### src/hdl/mst_pkg.sv
// Shared definitions for the multitouch slot tracker: field widths, event codes
// and the control record passed to the position scaler.
// Depends on nothing; every other file of the block imports it.
`default_nettype none

package mst_pkg;

  localparam int unsigned TYPE_W  = 5;
  localparam int unsigned CODE_W  = 10;
  localparam int unsigned VALUE_W = 32;
  localparam int unsigned SCALE_W = 16;
  localparam int unsigned ID_W    = 5;
  localparam int unsigned CFG_IDX_W = 2;

  localparam int unsigned DEF_SLOT_COUNT      = 10;
  localparam int unsigned DEF_SCALE_FRAC_BITS = 8;

  localparam logic [SCALE_W-1:0] SCALE_RESET = 16'd256;
  localparam int unsigned ID_BASE = 10;

  // Event types.
  localparam logic [TYPE_W-1:0] T_SYN = 5'd0;
  localparam logic [TYPE_W-1:0] T_KEY = 5'd1;
  localparam logic [TYPE_W-1:0] T_ABS = 5'd3;

  // Event codes.
  localparam logic [CODE_W-1:0] C_SYN_REPORT      = 10'h000;
  localparam logic [CODE_W-1:0] C_SYN_DROPPED     = 10'h003;
  localparam logic [CODE_W-1:0] C_ABS_X           = 10'h000;
  localparam logic [CODE_W-1:0] C_ABS_Y           = 10'h001;
  localparam logic [CODE_W-1:0] C_MT_SLOT         = 10'h02f;
  localparam logic [CODE_W-1:0] C_MT_POS_X        = 10'h035;
  localparam logic [CODE_W-1:0] C_MT_POS_Y        = 10'h036;
  localparam logic [CODE_W-1:0] C_MT_TRACK        = 10'h039;
  localparam logic [CODE_W-1:0] C_BTN_TOOL_FINGER = 10'h145;
  localparam logic [CODE_W-1:0] C_BTN_TOUCH       = 10'h14a;

  // Configuration register indexes.
  localparam logic [CFG_IDX_W-1:0] CFG_SCALE_X = 2'd0;
  localparam logic [CFG_IDX_W-1:0] CFG_SCALE_Y = 2'd1;

  // Control of the scaler: load captures the operands, calc registers the product.
  typedef struct packed {
    logic load;
    logic calc;
  } mst_scale_ctrl_t;

endpackage

`default_nettype wire

### src/hdl/mst_scaler.sv
// Position scaler: signed coordinate times unsigned fixed-point scale, then a
// division by a power of two rounded towards zero and saturated to 32 bits.
// Depends on mst_pkg.
`default_nettype none

module mst_scaler #(
  parameter int unsigned FRAC_BITS = mst_pkg::DEF_SCALE_FRAC_BITS
) (
  input  wire                              clk,
  input  wire mst_pkg::mst_scale_ctrl_t    ctrl,
  input  wire logic signed [mst_pkg::VALUE_W-1:0] value,
  input  wire logic [mst_pkg::SCALE_W-1:0] scale,
  output logic signed [mst_pkg::VALUE_W-1:0]      result
);
  import mst_pkg::*;

  localparam int unsigned PROD_W = VALUE_W + SCALE_W + 1;
  localparam logic [PROD_W-1:0] BIAS = PROD_W'((64'd1 << FRAC_BITS) - 64'd1);

  logic signed [VALUE_W-1:0] op_value;
  logic        [SCALE_W-1:0] op_scale;
  logic signed [PROD_W-1:0]  product;
  logic signed [PROD_W-1:0]  biased;
  logic signed [PROD_W-1:0]  shifted;
  logic                      fits;

  always_ff @(posedge clk) begin
    if (ctrl.load) begin
      op_value <= value;
      op_scale <= scale;
    end
    if (ctrl.calc) begin
      product <= $signed(op_value) * $signed({1'b0, op_scale});
    end
  end

  // Negative products are biased so that the arithmetic shift truncates towards zero.
  always_comb begin
    biased  = product + (product[PROD_W-1] ? $signed(BIAS) : $signed(PROD_W'(0)));
    shifted = biased >>> FRAC_BITS;
    fits    = (&shifted[PROD_W-1:VALUE_W-1]) || !(|shifted[PROD_W-1:VALUE_W-1]);
    if (fits) begin
      result = shifted[VALUE_W-1:0];
    end else if (shifted[PROD_W-1]) begin
      result = {1'b1, {(VALUE_W-1){1'b0}}};
    end else begin
      result = {1'b0, {(VALUE_W-1){1'b1}}};
    end
  end

endmodule

`default_nettype wire

### src/hdl/multitouch_slot_tracker.sv
// Multitouch slot tracker, top level: event decode, slot table, frame sequencer
// and output register. Depends on mst_pkg and mst_scaler.
//
//  channel  direction  handshake            payload
//  in       request    in_valid / in_stall  ev_type, ev_code, ev_value
//  out      result     out_valid / out_stall out_type, out_code, out_value, last
//  cfg      write      cfg_valid / cfg_ready cfg_index, cfg_data
//
// Slot, tracking and drop requests are applied on acceptance. A position request goes
// through accept, multiply in the shared scaler, then saturate and write back.
// A sync report walks every slot and then emits the touch, tool and sync results;
// the single output register sets a pace of one result per cycle while not stalled.
// Reset clears the whole slot table and loads both scales with 1.0 (256 in Q8.8).
// A stall on the output freezes the frame walk; in_stall is high whenever a request
// is in progress, and configuration writes are always ready.
`default_nettype none

module multitouch_slot_tracker #(
  parameter int unsigned SLOT_COUNT      = mst_pkg::DEF_SLOT_COUNT,
  parameter int unsigned SCALE_FRAC_BITS = mst_pkg::DEF_SCALE_FRAC_BITS
) (
  input  wire                                       clk,
  input  wire                                       rst,
  input  wire                                       in_valid,
  output logic                                      in_stall,
  input  wire logic        [mst_pkg::TYPE_W-1:0]    ev_type,
  input  wire logic        [mst_pkg::CODE_W-1:0]    ev_code,
  input  wire logic signed [mst_pkg::VALUE_W-1:0]   ev_value,
  output logic                                      out_valid,
  input  wire                                       out_stall,
  output logic             [mst_pkg::TYPE_W-1:0]    out_type,
  output logic             [mst_pkg::CODE_W-1:0]    out_code,
  output logic signed      [mst_pkg::VALUE_W-1:0]   out_value,
  output logic                                      last,
  input  wire                                       cfg_valid,
  output logic                                      cfg_ready,
  input  wire logic        [mst_pkg::CFG_IDX_W-1:0] cfg_index,
  input  wire logic        [mst_pkg::SCALE_W-1:0]   cfg_data
);
  import mst_pkg::*;

  localparam int unsigned SLOT_W = (SLOT_COUNT > 1) ? $clog2(SLOT_COUNT) : 1;
  localparam logic [SLOT_W-1:0] LAST_SLOT = SLOT_W'(SLOT_COUNT - 1);

  // Sequencer states.
  localparam logic [2:0] S_IDLE  = 3'd0;
  localparam logic [2:0] S_MUL   = 3'd1;
  localparam logic [2:0] S_WB    = 3'd2;
  localparam logic [2:0] S_WALK  = 3'd3;
  localparam logic [2:0] S_TOUCH = 3'd4;
  localparam logic [2:0] S_TOOL  = 3'd5;
  localparam logic [2:0] S_SYN   = 3'd6;

  // Steps of the per-slot walk during a frame.
  localparam logic [2:0] STEP_SLOT = 3'd0;
  localparam logic [2:0] STEP_ID   = 3'd1;
  localparam logic [2:0] STEP_MTX  = 3'd2;
  localparam logic [2:0] STEP_MTY  = 3'd3;
  localparam logic [2:0] STEP_AX   = 3'd4;
  localparam logic [2:0] STEP_AY   = 3'd5;
  localparam logic [2:0] STEP_REL  = 3'd6;

  // Slot table.
  logic [SLOT_COUNT-1:0]     pressed;
  logic [SLOT_COUNT-1:0]     reported;
  logic [ID_W-1:0]           track_id [SLOT_COUNT];
  logic signed [VALUE_W-1:0] pos_x [SLOT_COUNT];
  logic signed [VALUE_W-1:0] pos_y [SLOT_COUNT];
  logic [SLOT_W-1:0]         cur_slot;
  logic [SCALE_W-1:0]        scale_x;
  logic [SCALE_W-1:0]        scale_y;

  // Sequencer.
  logic [2:0]        state, state_next;
  logic [2:0]        step, step_next;
  logic [SLOT_W-1:0] walk_slot, walk_slot_next;
  logic [1:0]        active, active_next;  // pressed slots seen, saturating at two
  logic              sel_y;

  logic                      in_accept;
  logic                      can_load;
  logic                      emit, adv, set_rep, clr_rep;
  logic [TYPE_W-1:0]         e_type;
  logic [CODE_W-1:0]         e_code;
  logic signed [VALUE_W-1:0] e_value;
  logic                      e_last;
  logic                      is_pos;
  logic                      pressed_w, rep_w;

  mst_scale_ctrl_t           scale_ctrl;
  logic signed [VALUE_W-1:0] scaled;

  assign in_stall  = (state != S_IDLE);
  assign in_accept = in_valid && !in_stall;
  assign cfg_ready = 1'b1;
  assign can_load  = !out_valid || !out_stall;
  assign is_pos    = (ev_type == T_ABS) && ((ev_code == C_MT_POS_X) || (ev_code == C_MT_POS_Y));
  assign pressed_w = pressed[walk_slot];
  assign rep_w     = reported[walk_slot];

  assign scale_ctrl.load = in_accept && is_pos;
  assign scale_ctrl.calc = (state == S_MUL);

  // The one multiplier of the block, shared by both axes.
  mst_scaler #(
    .FRAC_BITS (SCALE_FRAC_BITS)
  ) u_scaler (
    .clk    (clk),
    .ctrl   (scale_ctrl),
    .value  (ev_value),
    .scale  ((ev_code == C_MT_POS_Y) ? scale_y : scale_x),
    .result (scaled)
  );

  // Frame sequencer: one result per cycle whenever the output register can take it.
  always_comb begin
    state_next     = state;
    step_next      = step;
    walk_slot_next = walk_slot;
    active_next    = active;
    emit           = 1'b0;
    adv            = 1'b0;
    set_rep        = 1'b0;
    clr_rep        = 1'b0;
    e_type         = T_ABS;
    e_code         = C_MT_SLOT;
    e_value        = '0;
    e_last         = 1'b0;
    unique case (state)
      S_IDLE: begin
        if (in_accept && is_pos) begin
          state_next = S_MUL;
        end else if (in_accept && (ev_type == T_SYN) && (ev_code == C_SYN_REPORT)) begin
          state_next     = S_WALK;
          step_next      = STEP_SLOT;
          walk_slot_next = '0;
          active_next    = '0;
        end
      end
      S_MUL: state_next = S_WB;
      S_WB:  state_next = S_IDLE;
      S_WALK: begin
        if (can_load) begin
          unique case (step)
            STEP_SLOT: begin
              e_value = VALUE_W'(walk_slot);
              if (pressed_w) begin
                emit        = 1'b1;
                active_next = (active == 2'd2) ? 2'd2 : active + 2'd1;
                step_next   = rep_w ? STEP_MTX : STEP_ID;
              end else if (rep_w) begin
                emit      = 1'b1;
                step_next = STEP_REL;
              end else begin
                adv = 1'b1;
              end
            end
            STEP_ID: begin
              emit      = 1'b1;
              e_code    = C_MT_TRACK;
              e_value   = VALUE_W'(track_id[walk_slot]);
              step_next = STEP_MTX;
            end
            STEP_MTX: begin
              emit      = 1'b1;
              e_code    = C_MT_POS_X;
              e_value   = pos_x[walk_slot];
              step_next = STEP_MTY;
            end
            STEP_MTY: begin
              emit      = 1'b1;
              e_code    = C_MT_POS_Y;
              e_value   = pos_y[walk_slot];
              step_next = STEP_AX;
            end
            STEP_AX: begin
              emit      = 1'b1;
              e_code    = C_ABS_X;
              e_value   = pos_x[walk_slot];
              step_next = STEP_AY;
            end
            STEP_AY: begin
              emit    = 1'b1;
              e_code  = C_ABS_Y;
              e_value = pos_y[walk_slot];
              set_rep = 1'b1;
              adv     = 1'b1;
            end
            STEP_REL: begin
              emit    = 1'b1;
              e_code  = C_MT_TRACK;
              e_value = '1;
              clr_rep = 1'b1;
              adv     = 1'b1;
            end
            default: step_next = STEP_SLOT;
          endcase
        end
        if (adv) begin
          step_next = STEP_SLOT;
          if (walk_slot == LAST_SLOT) begin
            state_next = S_TOUCH;
          end else begin
            walk_slot_next = walk_slot + 1'b1;
          end
        end
      end
      S_TOUCH: begin
        if (can_load) begin
          emit       = 1'b1;
          e_type     = T_KEY;
          e_code     = C_BTN_TOUCH;
          e_value    = VALUE_W'(active != 2'd0);
          state_next = S_TOOL;
        end
      end
      S_TOOL: begin
        if (can_load) begin
          emit       = 1'b1;
          e_type     = T_KEY;
          e_code     = C_BTN_TOOL_FINGER;
          e_value    = VALUE_W'(active == 2'd1);
          state_next = S_SYN;
        end
      end
      S_SYN: begin
        if (can_load) begin
          emit       = 1'b1;
          e_type     = T_SYN;
          e_code     = C_SYN_REPORT;
          e_last     = 1'b1;
          state_next = S_IDLE;
        end
      end
      default: state_next = S_IDLE;
    endcase
  end

  always_ff @(posedge clk) begin
    if (rst) begin
      state     <= S_IDLE;
      step      <= STEP_SLOT;
      walk_slot <= '0;
      active    <= '0;
      out_valid <= 1'b0;
    end else begin
      state     <= state_next;
      step      <= step_next;
      walk_slot <= walk_slot_next;
      active    <= active_next;
      if (emit) begin
        out_valid <= 1'b1;
      end else if (!out_stall) begin
        out_valid <= 1'b0;
      end
    end
  end

  // Output payload holds while stalled, since emit only fires when the register can load.
  always_ff @(posedge clk) begin
    if (emit) begin
      out_type  <= e_type;
      out_code  <= e_code;
      out_value <= e_value;
      last      <= e_last;
    end
    if (in_accept) begin
      sel_y <= (ev_code == C_MT_POS_Y);
    end
  end

  // Slot table and configuration registers.
  always_ff @(posedge clk) begin
    if (rst) begin
      cur_slot <= '0;
      scale_x  <= SCALE_RESET;
      scale_y  <= SCALE_RESET;
      pressed  <= '0;
      reported <= '0;
      for (int i = 0; i < SLOT_COUNT; i++) begin
        track_id[i] <= '0;
        pos_x[i]    <= '0;
        pos_y[i]    <= '0;
      end
    end else begin
      if (cfg_valid && cfg_ready) begin
        if (cfg_index == CFG_SCALE_X) begin
          scale_x <= cfg_data;
        end else if (cfg_index == CFG_SCALE_Y) begin
          scale_y <= cfg_data;
        end
      end
      if (in_accept && (ev_type == T_SYN) && (ev_code == C_SYN_DROPPED)) begin
        // A dropped sync loses the fingers but keeps the slot pointer and the
        // reported flags, so the next frame lifts what was reported.
        pressed <= '0;
        for (int i = 0; i < SLOT_COUNT; i++) begin
          track_id[i] <= '0;
          pos_x[i]    <= '0;
          pos_y[i]    <= '0;
        end
      end
      if (in_accept && (ev_type == T_ABS)) begin
        if (ev_code == C_MT_SLOT) begin
          if (ev_value < 0) begin
            cur_slot <= '0;
          end else if (ev_value > $signed(VALUE_W'(SLOT_COUNT - 1))) begin
            cur_slot <= LAST_SLOT;
          end else begin
            cur_slot <= ev_value[SLOT_W-1:0];
          end
        end else if (ev_code == C_MT_TRACK) begin
          if (ev_value == '1) begin
            pressed[cur_slot] <= 1'b0;
          end else begin
            pressed[cur_slot]  <= 1'b1;
            track_id[cur_slot] <= ID_W'(ID_BASE) + ID_W'(cur_slot);
          end
        end
      end
      if (state == S_WB) begin
        // A position alone also presses the finger, keeping its old id.
        if (sel_y) begin
          pos_y[cur_slot] <= scaled;
        end else begin
          pos_x[cur_slot] <= scaled;
        end
        pressed[cur_slot] <= 1'b1;
      end
      if (set_rep) begin
        reported[walk_slot] <= 1'b1;
      end
      if (clr_rep) begin
        reported[walk_slot] <= 1'b0;
      end
    end
  end

  // The slot pointer is clamped on every write, so it never leaves the table.
  a_slot_range: assert property (@(posedge clk) disable iff (rst)
    (32'(cur_slot) < SLOT_COUNT) && (32'(walk_slot) < SLOT_COUNT))
    else $error("slot index beyond the table");

  // Only the closing sync report of a frame carries the last flag.
  a_last_only_sync: assert property (@(posedge clk) disable iff (rst)
    (emit && e_last) |-> (state == S_SYN) && (e_type == T_SYN))
    else $error("last flag outside the closing report");

  // A multiply is always followed by its write back, and nothing is accepted meanwhile.
  a_mul_then_wb: assert property (@(posedge clk) disable iff (rst)
    (state == S_MUL) |=> (state == S_WB) && in_stall)
    else $error("scaler sequence broken");

  // A new request is never taken in the middle of a frame walk.
  a_no_accept_in_walk: assert property (@(posedge clk) disable iff (rst)
    (state == S_WALK) |-> !in_accept)
    else $error("request accepted during a frame");

endmodule

`default_nettype wire
### config.mk
export PLATFORM = sky130hd
export DESIGN_NAME = multitouch_slot_tracker
export DESIGN_NICKNAME = d
export VERILOG_FILES = /design/src/hdl/mst_pkg.sv /design/src/hdl/mst_scaler.sv /design/src/hdl/multitouch_slot_tracker.sv
export SDC_FILE = /design/constraint.sdc
export NUM_CORES = 2
export LEC_CHECK = 0
export BUFFER_PORTS_ARGS = -buffer_cell sky130_fd_sc_hd__buf_2
export CORE_MARGIN = 2
export CORE_UTILIZATION = 69
export CTS_CLUSTER_DIAMETER = 80
export DETAILED_ROUTE_END_ITERATION = 10
export PLACE_DENSITY = 0.85
export SKIP_CTS_REPAIR_TIMING = 1
export SLEW_MARGIN = 30
export SYNTH_ARGS = -nofsm -noshare
export SYNTH_HDL_FRONTEND = slang
export SYNTH_SLANG_ARGS = --single-unit
### constraint.sdc
create_clock -name clk -period 12.5 [get_ports clk]
set_clock_uncertainty 0.2 [all_clocks]
set_input_delay 0 -clock clk [delete_from_list [all_inputs] [get_ports clk]]
set_output_delay 0 -clock clk [all_outputs]
set_load 0.05 [all_outputs]
==> impl_results.md <==
- Average wire per standard cell: 32.7 µm
- Flop2flop setup slack: roughly 5.0 ns
- Synth top area cells: edfxtp_1 51%, fa_1 13%, mux4_2 11%
- Vias/cell: 7.15
- P_leak: 31.7 nW
- Initial Util: around 70%
- Synth cell types: 78
- Pre-CTS setup slack: 5.18 ns
- Mean post-synth cell area: about 13 µm²
- Detailed Route WL: 235000 µm
- Hold Path Depth: 4
- Final WS setup: ~5 ns
- Top sig layer: met5
- Outcome: finished with violations
- Reg2Reg Depth: 20
- Sequential share of the synthesized area: around 53%
- Post-synth EDFFs: 1244
- Core Box Area: 105000 µm²
- Area taken by multi-input logic gates: 31400 µm²
- Total of max-cap violations: 0
- Final core utilization: 77.5%
- Detailed Routing Iterations Pass 1: 9
- Failing checks: design-rule violations, negative hold slack
- Final worst path period share: 59.9%
- HP Start: out_stall
- Top_reg_cell synth: edfxtp_1
- Worst Tran Pin Value: 1.09 ns
- CP startpoint kind: flip-flop
- # nets final: 6374
- Worst Path Max Fanout: 18
- RR Startpoint: u_scaler.op_scale[2]$_DFFE_PP_
- CTS tree: done
- Die ar.: between 100000 and 150000 µm²
- Post-layout minimum cycle time: 7.48 ns
- # IOs: 121
- Required @ worst endpoint: 12.87 ns
- Design Power: 10.3 mW
- Die width: roughly 330 µm
- CP Capture Type: flip-flop
- Met2 WL: 106000 µm
- Commonest non-fill, non-tap cells in the layout: 1244 x edfxtp_1, 780 x nor2_1, 589 x inv_1
- Die height: 330 µm
- CTS sink count: about 1300
- Global-route wire length before repair: 329000 µm
- Synth area leader: edfxtp_1
- Hold slack final: -0.00933 ns
- Seq cells post-synth: roughly 1300
- Worst skew pair latency: 0.79 ns
- Number of global-route vias before repair: 52211
- Largest net degree at the start of global routing: 170
- Mapped Area: 73500 µm²
- Post-Syn Instances: about 5500
- Metal3 WL: 38000 µm
- GRT Total Usage: between 40% and 50%
- Area Growth Syn to Fin: 11.3%
- CTS max path bufs: 3
- WP data arrival: 7.86 ns
- Aggregate global routing overflow: 0
- Critical-path cell list: buf_6, nand2_1, fa_1, fa_1, fa_1, inv_1, fa_1, fa_1, inv_1, fa_1, inv_1, ha_1, nand3_1, nor2_1, nand3_1, nor3_1, o21ai_0, a211oi_1, a21oi_1, o311ai_0
- Crit path kind: reg2reg
- Port bufs: 114
- Most common cell after layout, fill and taps aside: edfxtp_1
- DP Wirelength: roughly 130000 µm
- Clock transition at path regs: 0.07 ns
- Register area: 38800 µm²
- Endpoint, Worst Hold: state[2]$_SDFFE_PP0P_
- Setup violators final: 0
- Yosys warns: 0
- Number of fillers in the final layout: 5460
- Layout cell share with drive strength beyond 1: 16.3%
- Final hold vios: 2
- Async S/R FF share, synth: 0%
- Residual DRC: 8
- Critical path's slowest cell: edfxtp_1
- Gp weighted congestion: 0.892
- P per Cell Area: around 130 nW/µm²
- Slowest Stage Delay on Critical Path: 0.74 ns
- Crit-path most repeated cell: fa_1
- Cts bufs inserted: 134
- Routed vias: approximately 51000
- Worst IR drop on VDD: 183 µV
- Slew HR: 27.2%
- Final TNS setup: 0 ns
- Antenna Violating Nets Remaining: 0
- Synth top area share: between 50% and 60%
- R2R Path End: u_scaler.product[47]$_DFFE_PP_
- F_max: 134 MHz
- Slew Limit Fails: 0
- Min-Delay Path Class: in2reg
- DRT iter0 DRCs: 8856
- M1 WL: between 60000 and 70000 µm
- # rows: 119
- Initial antenna violation count: 9
- RSZ-0062 raised after global routing: no
- Root buffer cell: clkbuf_16
- H-tree depth: 4
## state kept, by name (all words and copies together) (netlist names), 7 cells and up, named ones only
signal,flops
out_code,7
pressed,10
u_scaler.op_scale,16
pos_y,512
scale_x,16
out_value,32
u_scaler.product,49
u_scaler.op_value,32
scale_y,16
pos_x,512
reported,10
track_id,80
## synthesized netlist by cell type, types with 7 or more instances
| cell type | number |
|---|---|
| edfxtp_1 | 1244 |
| nor2_1 | 792 |
| inv_1 | 589 |
| nand2_1 | 496 |
| fa_1 | 489 |
| mux4_2 | 349 |
| clkbuf_1 | 259 |
| and2_1 | 243 |
| a21oi_1 | 131 |
| ha_1 | 130 |
| nor3_1 | 74 |
| dfxtp_1 | 73 |
| o21ai_0 | 67 |
| buf_4 | 57 |
| xnor2_1 | 50 |
| buf_1 | 34 |
| a21o_1 | 32 |
| nand3_1 | 32 |
| a211oi_1 | 28 |
| o22ai_1 | 27 |
| buf_2 | 24 |
| nand4_1 | 24 |
| nor2_2 | 21 |
| and3_1 | 17 |
| xor2_1 | 17 |
| mux2_2 | 16 |
| nor4_1 | 13 |
| buf_6 | 11 |
| mux2i_1 | 11 |
| nor2b_1 | 11 |
| o21a_1 | 11 |
| a221oi_1 | 10 |
| a31oi_1 | 10 |
| o21ai_2 | 10 |
| o21ai_4 | 9 |
| nand2b_1 | 8 |
| a2111oi_0 | 7 |
| a22oi_1 | 7 |
| nor3b_1 | 7 |
## critical path, delay by kind of cell, from the launching register on
family | cells | cell delay [ns]
adder cells (fa/ha/maj) | 7 | 3.45
AO/OA/AOI/OAI | 4 | 1.53
AND/OR/NAND/NOR | 5 | 0.85
flip-flops | 1 | 0.74
buffers and inverters | 4 | 0.46
## report_power, final
| part | switching, mW | internal (mW) |
|---|---|---|
| combinational | 0.718 | 0.352 |
| clock | 1.91 | 2.21 |
| sequential | 0.120 | 5.04 |
## layer usage
metal / track usage (%) / vias up
met2: 64.3 / 5582
met5: 0.0870 / -
li1: - / 19370
met4: 27.2 / 20
met1: 52.0 / 24839
met3: 14.2 / 1555
## cell type report
cell class / count / share of cell area, %
Antenna cell: 2 / 0.00612
Clock buffer: 161 / 4.29
Clock inverter: 84 / 1.05
Inverter: 589 / 2.70
Multi-Input combinational cell: 3256 / 38.4
Sequential cell: 1317 / 47.5
Tap cell: 1391 / 2.13
Timing Repair Buffer: 387 / 3.88
## worst max-delay path by stage
stage	start	endpoint	slack (ns)	cells past startpoint
finish	u_scaler.op_scale[2]$_DFFE_PP_	u_scaler.product[47]$_DFFE_PP_	5.02	20
global route	u_scaler.op_scale[2]$_DFFE_PP_	u_scaler.product[45]$_DFFE_PP_	4.65	20
CTS	u_scaler.op_scale[5]$_DFFE_PP_	u_scaler.product[47]$_DFFE_PP_	5.05	20
detailed placement	u_scaler.op_scale[5]$_DFFE_PP_	u_scaler.product[48]$_DFFE_PP_	5.18	20
global placement	u_scaler.op_scale[2]$_DFFE_PP_	u_scaler.product[46]$_DFFE_PP_	5.17	19
floorplan	u_scaler.op_scale[8]$_DFFE_PP_	u_scaler.product[24]$_DFFE_PP_	6.04	21
## through the flow
stage | cell area [µm²] | cells
final | 81700 | 7187
after global placement | 75700 | 6788
after detailed placement | 75800 | 6792
after CTS | 80100 | 7037
after global routing | 81700 | 7185
after floorplan | 73500 | 5547
## cells by family (layout without fill, tap and decap cells)
kind of cell               Yosys count  in the layout  synth area share, %
and+or+nand+nor                   1780           1780                 10.8
other                                2             23               0.0102
xor gates and xnor gates            68             68                0.821
adders and majority gates          620            620                 15.6
DFF                               1317           1317                 52.8
AOI/OAI and AO/OA                  391            391                 3.47
muxes                              376            376                 11.1
buffers and inverters              974           1221                 5.42
No activity file was read; power rests on OpenSTA's default activity.
